## src/hdl/tscd_pkg.sv

```systemverilog
// Shared types, constants and the month length table for the timestamp to date converter.
`default_nettype none

package tscd_pkg;

   localparam logic [11:0] EPOCH_YEAR  = 12'd1970;
   localparam logic [11:0] LAST_YEAR   = 12'd2106;
   // 1970 mod 4, mod 100 and mod 400
   localparam logic [1:0]  EPOCH_MOD4   = 2'd2;
   localparam logic [6:0]  EPOCH_MOD100 = 7'd70;
   localparam logic [8:0]  EPOCH_MOD400 = 9'd370;
   localparam logic [6:0]  MOD100_LAST  = 7'd99;
   localparam logic [8:0]  MOD400_LAST  = 9'd399;

   localparam logic [8:0]  DAYS_COMMON = 9'd365;
   localparam logic [8:0]  DAYS_LEAP   = 9'd366;

   localparam logic [16:0] SECS_PER_DAY  = 17'd86400;
   localparam logic [11:0] SECS_PER_HOUR = 12'd3600;
   localparam logic [5:0]  SECS_PER_MIN  = 6'd60;

   // exact reciprocals: (secs >> 7) / 675, (tod >> 4) / 225, (rest >> 2) / 15
   localparam logic [25:0] DAY_RECIP  = 26'd50903317;   // 2^35 / 675, rounded up
   localparam logic [13:0] HOUR_RECIP = 14'd9321;       // 2^21 / 225, rounded up
   localparam logic [10:0] MIN_RECIP  = 11'd1093;       // 2^14 / 15, rounded up

   localparam logic [3:0]  MONTH_JAN = 4'd0;
   localparam logic [3:0]  MONTH_FEB = 4'd1;
   localparam logic [3:0]  MONTH_DEC = 4'd11;

   typedef enum logic [3:0] {
      ST_IDLE,
      ST_DAYS,
      ST_TOD,
      ST_HOURS,
      ST_HOUR_REM,
      ST_MINUTES,
      ST_SECONDS,
      ST_YEAR,
      ST_MONTH,
      ST_FINISH
   } tscd_state_type;

   typedef struct packed {
      logic load;
      logic days_calc;
      logic tod_calc;
      logic hour_calc;
      logic hrem_calc;
      logic min_calc;
      logic sec_calc;
      logic year_step;
      logic month_step;
      logic out_load;
   } tscd_cmd_type;

   typedef struct packed {
      logic year_done;
      logic month_done;
   } tscd_status_type;

   function automatic logic [4:0] month_days(input logic [3:0] mon, input logic leap);
      logic [4:0] len;
      begin
         case (mon)
            4'd0, 4'd2, 4'd4, 4'd6, 4'd7, 4'd9, 4'd11: len = 5'd31;
            4'd3, 4'd5, 4'd8, 4'd10:                   len = 5'd30;
            MONTH_FEB:                                 len = leap ? 5'd29 : 5'd28;
            default:                                   len = 5'd31;
         endcase
         month_days = len;
      end
   endfunction

endpackage

`default_nettype wire

```

## src/hdl/timestamp_to_civil_date_unit.sv

```systemverilog
// Sequence: an accepted item runs 6 divide stages, then one year step per year walked (up
//   to 136) and one month step per month (up to 11), then the result is loaded and rsp_tvalid rises.
// Items: one at a time; the next item is taken once the result sits in the output register,
//   and it waits to finish until that result is taken.
// Reset: synchronous, active high; clears the controller and the result valid flag.
// Top level: seconds since 1970 to Gregorian date and time of day.
`default_nettype none

module timestamp_to_civil_date_unit (
   input  wire         clock,
   input  wire         reset,
   input  wire         req_tvalid,
   output logic        req_tready,
   input  wire  [31:0] req_tdata,   // [31:0] epoch_seconds
   output logic        rsp_tvalid,
   input  wire         rsp_tready,
   output logic [39:0] rsp_tdata    // [11:0] year, [15:12] month, [20:16] day,
                                    // [25:21] hour, [31:26] minute, [37:32] second
);

   tscd_pkg::tscd_cmd_type    cmd;
   tscd_pkg::tscd_status_type status;

   tscd_ctrl u_ctrl (
      .clock      (clock),
      .reset      (reset),
      .req_tvalid (req_tvalid),
      .req_tready (req_tready),
      .rsp_tvalid (rsp_tvalid),
      .rsp_tready (rsp_tready),
      .status     (status),
      .cmd        (cmd)
   );

   tscd_dp u_dp (
      .clock         (clock),
      .reset         (reset),
      .epoch_seconds (req_tdata),
      .cmd           (cmd),
      .status        (status),
      .rsp_data      (rsp_tdata)
   );

endmodule

`default_nettype wire

```

## src/hdl/tscd_dp.sv

```systemverilog
// Datapath: reciprocal divide stages, year and month walk, result register.
`default_nettype none

module tscd_dp (
   input  wire                    clock,
   input  wire                    reset,
   input  wire  [31:0]            epoch_seconds,
   input  tscd_pkg::tscd_cmd_type cmd,
   output tscd_pkg::tscd_status_type status,
   output logic [39:0]            rsp_data
);

   logic [31:0] secs_ff, secs_in;
   logic [15:0] days_ff, days_in;
   logic [16:0] tod_ff, tod_in;
   logic [4:0]  hour_ff, hour_in;
   logic [11:0] hrem_ff, hrem_in;
   logic [5:0]  min_ff, min_in;
   logic [5:0]  sec_ff, sec_in;
   logic [11:0] year_ff, year_in;
   logic [1:0]  mod4_ff, mod4_in;
   logic [6:0]  mod100_ff, mod100_in;
   logic [8:0]  mod400_ff, mod400_in;
   logic [3:0]  mon_ff, mon_in;
   logic [39:0] out_ff, out_in;

   logic [50:0] day_prod;
   logic [16:0] day_secs;
   logic [26:0] hour_prod;
   logic [11:0] hour_secs;
   logic [20:0] min_prod;
   logic [5:0]  min_secs;
   logic        leap;
   logic [8:0]  ylen;
   logic [4:0]  mlen;
   logic [3:0]  month_out;
   logic [4:0]  day_out;

   assign day_prod  = {26'd0, secs_ff[31:7]} * {25'd0, tscd_pkg::DAY_RECIP};
   // only the low bits are needed, the true difference is below the modulus
   assign day_secs  = {1'b0, days_ff} * tscd_pkg::SECS_PER_DAY;
   assign hour_prod = {14'd0, tod_ff[16:4]} * {13'd0, tscd_pkg::HOUR_RECIP};
   assign hour_secs = {7'd0, hour_ff} * tscd_pkg::SECS_PER_HOUR;
   assign min_prod  = {11'd0, hrem_ff[11:2]} * {10'd0, tscd_pkg::MIN_RECIP};
   assign min_secs  = min_ff * tscd_pkg::SECS_PER_MIN;

   assign leap = (mod4_ff == 2'd0) && ((mod100_ff != 7'd0) || (mod400_ff == 9'd0));
   assign ylen = leap ? tscd_pkg::DAYS_LEAP : tscd_pkg::DAYS_COMMON;
   assign mlen = tscd_pkg::month_days(mon_ff, leap);

   assign status.year_done  = (days_ff < {7'd0, ylen});
   assign status.month_done = (mon_ff == tscd_pkg::MONTH_DEC) || (days_ff < {11'd0, mlen});

   assign month_out = mon_ff + 4'd1;
   assign day_out   = days_ff[4:0] + 5'd1;

   always_comb begin
      secs_in   = secs_ff;
      days_in   = days_ff;
      tod_in    = tod_ff;
      hour_in   = hour_ff;
      hrem_in   = hrem_ff;
      min_in    = min_ff;
      sec_in    = sec_ff;
      year_in   = year_ff;
      mod4_in   = mod4_ff;
      mod100_in = mod100_ff;
      mod400_in = mod400_ff;
      mon_in    = mon_ff;
      out_in    = out_ff;
      if (cmd.load) begin
         secs_in   = epoch_seconds;
         year_in   = tscd_pkg::EPOCH_YEAR;
         mod4_in   = tscd_pkg::EPOCH_MOD4;
         mod100_in = tscd_pkg::EPOCH_MOD100;
         mod400_in = tscd_pkg::EPOCH_MOD400;
         mon_in    = tscd_pkg::MONTH_JAN;
      end
      if (cmd.days_calc) begin
         days_in = day_prod[50:35];
      end
      if (cmd.tod_calc) begin
         tod_in = secs_ff[16:0] - day_secs;
      end
      if (cmd.hour_calc) begin
         hour_in = hour_prod[25:21];
      end
      if (cmd.hrem_calc) begin
         hrem_in = tod_ff[11:0] - hour_secs;
      end
      if (cmd.min_calc) begin
         min_in = min_prod[19:14];
      end
      if (cmd.sec_calc) begin
         sec_in = hrem_ff[5:0] - min_secs;
      end
      if (cmd.year_step) begin
         days_in   = days_ff - {7'd0, ylen};
         year_in   = year_ff + 12'd1;
         mod4_in   = mod4_ff + 2'd1;
         mod100_in = (mod100_ff == tscd_pkg::MOD100_LAST) ? 7'd0 : mod100_ff + 7'd1;
         mod400_in = (mod400_ff == tscd_pkg::MOD400_LAST) ? 9'd0 : mod400_ff + 9'd1;
      end
      if (cmd.month_step) begin
         days_in = days_ff - {11'd0, mlen};
         mon_in  = mon_ff + 4'd1;
      end
      if (cmd.out_load) begin
         out_in = {2'd0, sec_ff, min_ff, hour_ff, day_out, month_out, year_ff};
      end
   end

   always_ff @(posedge clock) begin
      secs_ff   <= secs_in;
      days_ff   <= days_in;
      tod_ff    <= tod_in;
      hour_ff   <= hour_in;
      hrem_ff   <= hrem_in;
      min_ff    <= min_in;
      sec_ff    <= sec_in;
      year_ff   <= year_in;
      mod4_ff   <= mod4_in;
      mod100_ff <= mod100_in;
      mod400_ff <= mod400_in;
      mon_ff    <= mon_in;
      out_ff    <= out_in;
   end

   assign rsp_data = out_ff;

   a_year_range: assert property (@(posedge clock) disable iff (reset)
      cmd.year_step |-> (year_ff < tscd_pkg::LAST_YEAR))
      else $error("year walk passed last representable year");

   a_month_range: assert property (@(posedge clock) disable iff (reset)
      cmd.month_step |-> (mon_ff < tscd_pkg::MONTH_DEC))
      else $error("month walk passed December");

   a_tod_bound: assert property (@(posedge clock) disable iff (reset)
      cmd.hour_calc |-> (tod_ff < tscd_pkg::SECS_PER_DAY))
      else $error("time of day not below one day");

   a_hrem_bound: assert property (@(posedge clock) disable iff (reset)
      cmd.min_calc |-> (hrem_ff < tscd_pkg::SECS_PER_HOUR))
      else $error("seconds past the hour not below one hour");

endmodule

`default_nettype wire

```

## src/hdl/tscd_ctrl.sv

```systemverilog
// Controller: sequences the divide stages, year and month walk, and result handoff.
`default_nettype none

module tscd_ctrl (
   input  wire                      clock,
   input  wire                      reset,
   input  wire                      req_tvalid,
   output logic                     req_tready,
   output logic                     rsp_tvalid,
   input  wire                      rsp_tready,
   input  tscd_pkg::tscd_status_type status,
   output tscd_pkg::tscd_cmd_type   cmd
);

   tscd_pkg::tscd_state_type state_ff, state_in;
   logic       out_valid_ff, out_valid_in;
   logic       out_free;

   assign out_free = !out_valid_ff || rsp_tready;

   always_comb begin
      state_in = state_ff;
      case (state_ff)
         tscd_pkg::ST_IDLE:
            if (req_tvalid) state_in = tscd_pkg::ST_DAYS;
         tscd_pkg::ST_DAYS:
            state_in = tscd_pkg::ST_TOD;
         tscd_pkg::ST_TOD:
            state_in = tscd_pkg::ST_HOURS;
         tscd_pkg::ST_HOURS:
            state_in = tscd_pkg::ST_HOUR_REM;
         tscd_pkg::ST_HOUR_REM:
            state_in = tscd_pkg::ST_MINUTES;
         tscd_pkg::ST_MINUTES:
            state_in = tscd_pkg::ST_SECONDS;
         tscd_pkg::ST_SECONDS:
            state_in = tscd_pkg::ST_YEAR;
         tscd_pkg::ST_YEAR:
            if (status.year_done) state_in = tscd_pkg::ST_MONTH;
         tscd_pkg::ST_MONTH:
            if (status.month_done) state_in = tscd_pkg::ST_FINISH;
         tscd_pkg::ST_FINISH:
            if (out_free) state_in = tscd_pkg::ST_IDLE;
         default:
            state_in = tscd_pkg::ST_IDLE;
      endcase
   end

   always_comb begin
      cmd        = '0;
      req_tready = 1'b0;
      case (state_ff)
         tscd_pkg::ST_IDLE: begin
            req_tready = 1'b1;
            cmd.load   = req_tvalid;
         end
         tscd_pkg::ST_DAYS: begin
            cmd.days_calc = 1'b1;
         end
         tscd_pkg::ST_TOD: begin
            cmd.tod_calc = 1'b1;
         end
         tscd_pkg::ST_HOURS: begin
            cmd.hour_calc = 1'b1;
         end
         tscd_pkg::ST_HOUR_REM: begin
            cmd.hrem_calc = 1'b1;
         end
         tscd_pkg::ST_MINUTES: begin
            cmd.min_calc = 1'b1;
         end
         tscd_pkg::ST_SECONDS: begin
            cmd.sec_calc = 1'b1;
         end
         tscd_pkg::ST_YEAR: begin
            cmd.year_step = !status.year_done;
         end
         tscd_pkg::ST_MONTH: begin
            cmd.month_step = !status.month_done;
         end
         tscd_pkg::ST_FINISH: begin
            cmd.out_load = out_free;
         end
         default: begin
            cmd.load = 1'b0;
         end
      endcase
   end

   always_comb begin
      out_valid_in = out_valid_ff;
      if (rsp_tready) out_valid_in = 1'b0;
      if (cmd.out_load) out_valid_in = 1'b1;
   end

   always_ff @(posedge clock) begin
      if (reset) begin
         state_ff     <= tscd_pkg::ST_IDLE;
         out_valid_ff <= 1'b0;
      end else begin
         state_ff     <= state_in;
         out_valid_ff <= out_valid_in;
      end
   end

   assign rsp_tvalid = out_valid_ff;

   a_no_overwrite: assert property (@(posedge clock) disable iff (reset)
      cmd.out_load |-> (!out_valid_ff || rsp_tready))
      else $error("result register overwritten before it was taken");

   a_accept_starts: assert property (@(posedge clock) disable iff (reset)
      (req_tvalid && req_tready) |=> (state_ff == tscd_pkg::ST_DAYS))
      else $error("accepted item did not start the day divide");

   a_ready_idle: assert property (@(posedge clock) disable iff (reset)
      req_tready |-> (state_ff == tscd_pkg::ST_IDLE))
      else $error("input ready while an item is in progress");

   a_one_cmd: assert property (@(posedge clock) disable iff (reset)
      $onehot0({cmd.load, cmd.days_calc, cmd.tod_calc, cmd.hour_calc, cmd.hrem_calc,
                cmd.min_calc, cmd.sec_calc, cmd.year_step, cmd.month_step, cmd.out_load}))
      else $error("more than one datapath command at once");

endmodule

`default_nettype wire

```

## config.mk

```make
export PLATFORM = sky130hd
export DESIGN_NAME = timestamp_to_civil_date_unit
export DESIGN_NICKNAME = d
export VERILOG_FILES = /design/src/hdl/tscd_pkg.sv /design/src/hdl/timestamp_to_civil_date_unit.sv /design/src/hdl/tscd_dp.sv /design/src/hdl/tscd_ctrl.sv
export SDC_FILE = /design/constraint.sdc
export NUM_CORES = 1
export LEC_CHECK = 0
export ABC_AREA = 0
export BUFFER_PORTS_ARGS = -buffer_cell sky130_fd_sc_hd__buf_2
export CAP_MARGIN = 20
export CORE_MARGIN = 1.5
export CORE_UTILIZATION = 65
export DETAILED_ROUTE_END_ITERATION = 12
export PLACE_DENSITY = 0.8
export SYNTH_ARGS = -nofsm -noshare
export SYNTH_HDL_FRONTEND = slang
export SYNTH_SLANG_ARGS = --single-unit
```

## constraint.sdc

```tcl
create_clock -name clock -period 7 [get_ports clock]
set_input_delay 1.4 -clock clock [delete_from_list [all_inputs] [get_ports clock]]
set_output_delay 1.4 -clock clock [all_outputs]
set_load 0.005 [all_outputs]
```

==> results.md <==
- The most frequent cell after synthesis is sky130_fd_sc_hd__inv_1.
- Ranked by instance count, the synthesized netlist is headed by sky130_fd_sc_hd__inv_1 (506), sky130_fd_sc_hd__ha_1 (473), sky130_fd_sc_hd__fa_1 (228), sky130_fd_sc_hd__edfxtp_1 (166), sky130_fd_sc_hd__a21oi_1 (88).
- The global placement routability congestion is 1.04.
- In the final layout, the multi-input gates occupy 14700 um2.
- For this run, the top clock speed supported by timing is 0.149 GHz.
- In the routed layout, each cell is associated on average with a via count of 5.76.
- Counting distinct cell types in the post-synthesis netlist gives 74.
- Data on the critical path is required at its endpoint by 7.20 ns.
- The hold path startpoint is u_dp.secs_ff[3].
- In the synthesized netlist, the number of instances is 2070.
- The die boundary height is 186 um.
- Measured along the x axis, the die boundary spans 186 um.
- The worst min-delay path category is reg2reg.
- Summing the areas of all xor and xnor instances in the mapped netlist gives 3.42% of the synthesized area.
- Of the synthesized area, sequential elements account for 23.4%.
- The final count of pins violating max slew was 0.
- The overall fraction of global-route tracks in use is 30.3%.
- The diode insertion count for antenna repair is 0.
- In this run the critical register-to-register path is launched from u_dp.secs_ff[22].
- The sort of element at the end of the critical path is a flop.
- After clock tree synthesis, the clock-pin slew on the worst setup and hold paths is 0.09 ns.
- After synthesis, the largest area contributor takes up 27.2% of total cell area.
- The top cell type by total area after synthesis is sky130_fd_sc_hd__ha_1.
- After detailed routing, the total wire length is 48900 um.
- The count of nets left with antenna violations once routing finished came out at 0.
- The met2 capacity usage during global routing is 53.8%.
- The detailed placement HPWL is 40300 um.
- Among all flip-flop cells after synthesis, the most frequent one is sky130_fd_sc_hd__edfxtp_1.
- The worst setup path is of the reg2reg kind.
- For this run, design rule violations remaining after detail routing come to 0.
- The number of clock buffers added by TritonCTS is 17.
- The post-synthesis instance area is 21700 um2.
- The kind of start point of the critical path is a flop.
- The clock tree from TritonCTS is yes.
- The post-synthesis to final-layout area growth is 7.46%.
- The slack of the critical path is 0.276 ns.
- The final cell utilization of the core is 71.5%.
- In this run, synthesis inferred 166 flip-flops with an integrated enable.
- The clock passes through at most 2 buffers.
- The area of all sequential standard cells is 5080 um2.
- Clock skew on the completed layout was measured at 0.0213 ns.
- The setup total negative slack is 0 ns.
- The number of I/O pins is 78.
- Summing over every cut layer, the via total after detailed routing is 15077.
- The H-tree was split into 4 levels.
- The fraction of the mapped netlist area in simple logic gates is 6.64%.
- The launch point of the critical path is u_dp.secs_ff[22].
- The largest fanout on the critical path is 8.
- The starting density of the core is 66.5%.
- The maximum number of pins on one net before global-route repair is 39.
- The adder and majority gate portion of the synthesized area is 48.2%.
- The pre-antenna-repair detailed-routing pass consisted of 5 iterations.
- The final hold violation count is 0.
- Global routing finished with a remaining overflow of 0.
- The global routing's busiest layer is met2.
- Setup repair after global routing left no endpoint under its margin.
- By area the synthesized netlist is led by sky130_fd_sc_hd__ha_1 (27%), sky130_fd_sc_hd__edfxtp_1 (23%), sky130_fd_sc_hd__fa_1 (21%), sky130_fd_sc_hd__inv_1 (8.7%), sky130_fd_sc_hd__xnor2_1 (2.4%).
- For this run, global-route usage on met3 was measured as 4.48%.
- The worst-case register-to-register setup slack is 0.28 ns.
- The minimum clock period after layout is 6.72 ns.
- The average detailed-routed wire length per instance is 18.7 um.
- The final-stage net count is 2899.
- The number of max-capacitance violations reported is 0.
- After synthesis, the largest family of logic cells by area is adder cells.
- The global routing usage on met1 is 36.6%.
- Data arrives at the worst endpoint at 6.92 ns.
- The Yosys step of the flow raised 0 warnings.
- At the pin with the least slew margin, the transition time is 1.06 ns.
- Clock latency on the worst-skew pair, taken at its later pin, is 0.46 ns.
- The async set-or-reset flop fraction in the synthesized netlist is 0%.
- The worst-case reg-to-reg path depth is 20.
- Counting instances, the worst hold path has a depth of 0.
- Setup violations remaining at the end of the flow were counted as 0.
- The clock sink count is 171.
- In this run the core area contains 66 standard-cell rows.
- The post-synthesis sequential element count is 171.
- The clock tree root buffer cell is sky130_fd_sc_hd__clkbuf_16.
- The detailed router's first-iteration violation count is 991.
- Cells with a size suffix above 1 make up 6.94% of the layout.
- The complex-gate fraction of the synthesized area is 8.93%.
- The first global-routing pass estimated 79600 um of wire.
- After filler insertion, the fill cell instance count of the layout stands at 2347.
- The die covers 34600 um2.
- Measured against its own limit, the worst slew margin works out to 29.3%.
- The mean post-synth cell area is 10.5 um2.
- The fraction of synthesized area in multiplexers is 0.144%.
- The core region area is 32700 um2.
- The flow ran to the end, and the final reports show no timing, DRC or antenna violations.
- The number of antenna violations at the first check in global routing was 1.
- The count of buffers added on input and output ports is 75.
- The number of global-route vias before repair is 15916.
- At the placement stage, the worst setup path has a slack of 0.217 ns.
- The share of the clock period used by the worst path after layout is 96.1%.
==> repair_timing <==
item | 4_1_cts | 5_1_grt
hold endpoints to repair | 0 | 0
gates resized for setup | 0 | 4
hold buffers | 0 | 0
buffers inserted | 0 | 3
endpoints found under the setup margin | 0 | 6
==> flip-flops by register name (all words and copies together) (netlist names) <==
signal / count
u_dp.days_ff: 16
u_ctrl.rsp_tvalid: 1
u_dp.mod100_ff: 7
u_dp.year_ff: 12
u_dp.min_ff: 6
u_dp.hour_ff: 5
u_dp.mon_ff: 4
u_dp.sec_ff: 6
u_dp.tod_ff: 17
u_dp.rsp_data: 38
u_dp.mod4_ff: 2
u_dp.hrem_ff: 12
u_dp.secs_ff: 32
u_ctrl.state_ff: 4
u_dp.mod400_ff: 9
==> logic make-up after synthesis <==
family / after synthesis
compound gates: 292
xor+xnor: 85
fa+ha+maj: 701
buf+inv: 531
flops: 171
mux: 3
other cells: 1
simple gates: 286
==> critical path: stages (launching register included) <==
cell and delay [ns]:
sky130_fd_sc_hd__edfxtp_1 0.55, sky130_fd_sc_hd__fa_1 0.54, sky130_fd_sc_hd__inv_1 0.05, sky130_fd_sc_hd__fa_1 0.47, sky130_fd_sc_hd__inv_1 0.04, sky130_fd_sc_hd__ha_1 0.32
sky130_fd_sc_hd__fa_1 0.51, sky130_fd_sc_hd__fa_1 0.52, sky130_fd_sc_hd__fa_1 0.54, sky130_fd_sc_hd__inv_1 0.05, sky130_fd_sc_hd__fa_1 0.52, sky130_fd_sc_hd__inv_1 0.04
sky130_fd_sc_hd__ha_1 0.37, sky130_fd_sc_hd__nand3_1 0.15, sky130_fd_sc_hd__nor4_2 0.37, sky130_fd_sc_hd__nand2b_1 0.10, sky130_fd_sc_hd__o211ai_1 0.33, sky130_fd_sc_hd__a31oi_1 0.28
sky130_fd_sc_hd__o31ai_4 0.32, sky130_fd_sc_hd__nor3b_1 0.27, sky130_fd_sc_hd__nor3_1 0.10
==> routing by layer <==
metal / part of all wire, % / routed length (um) / vias to the layer above
met5: 0 / 0 / -
met4: 3.9 / 1920 / 0
met3: 5.0 / 2470 / 112
met2: 50 / 24200 / 456
met1: 41 / 20200 / 7398
li1: - / - / 7111
==> worst paths after layout <==
kind                                         end
worst min-delay path              u_dp.tod_ff[3]
worst max register to register  u_dp.days_ff[12]
worst max-delay path            u_dp.days_ff[12]
worst min register to register    u_dp.tod_ff[3]
==> placed cells by master, fill, tap and decap left out, types with 15 or more instances in the layout <==
master                      Yosys  routed
sky130_fd_sc_hd__a21oi_1       88      87
sky130_fd_sc_hd__fa_1         228     228
sky130_fd_sc_hd__edfxtp_1     166     166
sky130_fd_sc_hd__nand2b_1      16      16
sky130_fd_sc_hd__nor3_1        20      18
sky130_fd_sc_hd__a21o_1        33      33
sky130_fd_sc_hd__nand2_1       69      69
sky130_fd_sc_hd__inv_1        506     506
sky130_fd_sc_hd__ha_1         473     473
sky130_fd_sc_hd__xnor2_1       59      59
sky130_fd_sc_hd__a211oi_1      15      15
sky130_fd_sc_hd__nand3_1       36      36
sky130_fd_sc_hd__and3_1        16      16
sky130_fd_sc_hd__nand4_1       17      17
sky130_fd_sc_hd__buf_4          4      22
sky130_fd_sc_hd__xor2_1        26      26
sky130_fd_sc_hd__nor2_1        64      64
sky130_fd_sc_hd__o21ai_0       48      47
sky130_fd_sc_hd__buf_2          7      75
sky130_fd_sc_hd__clkbuf_16      0      17
sky130_fd_sc_hd__o21bai_1      15      15
==> cell type report <==
class | count | share of cell area [%]
timing repair buffer | 97 | 2.31
tap | 442 | 2.37
sequential | 171 | 21.8
clock buffer | 17 | 1.82
clock inverter | 15 | 0.782
inverter | 506 | 8.13
multi-input combinational | 1369 | 62.8
==> through the flow <==
step,hold slack (ns),cells,instance area [um2]
4_1_cts,0.420,2614,23300
6_report,0.418,2617,23400
5_1_grt,0.419,2617,23400
2_1_floorplan,0.400,2071,21800
3_3_place_gp,0.402,2582,22700
3_5_place_dp,0.405,2582,22700
Power is not shown: default switching activity piles up to over one toggle a cycle in this logic, so the estimate is an artifact.
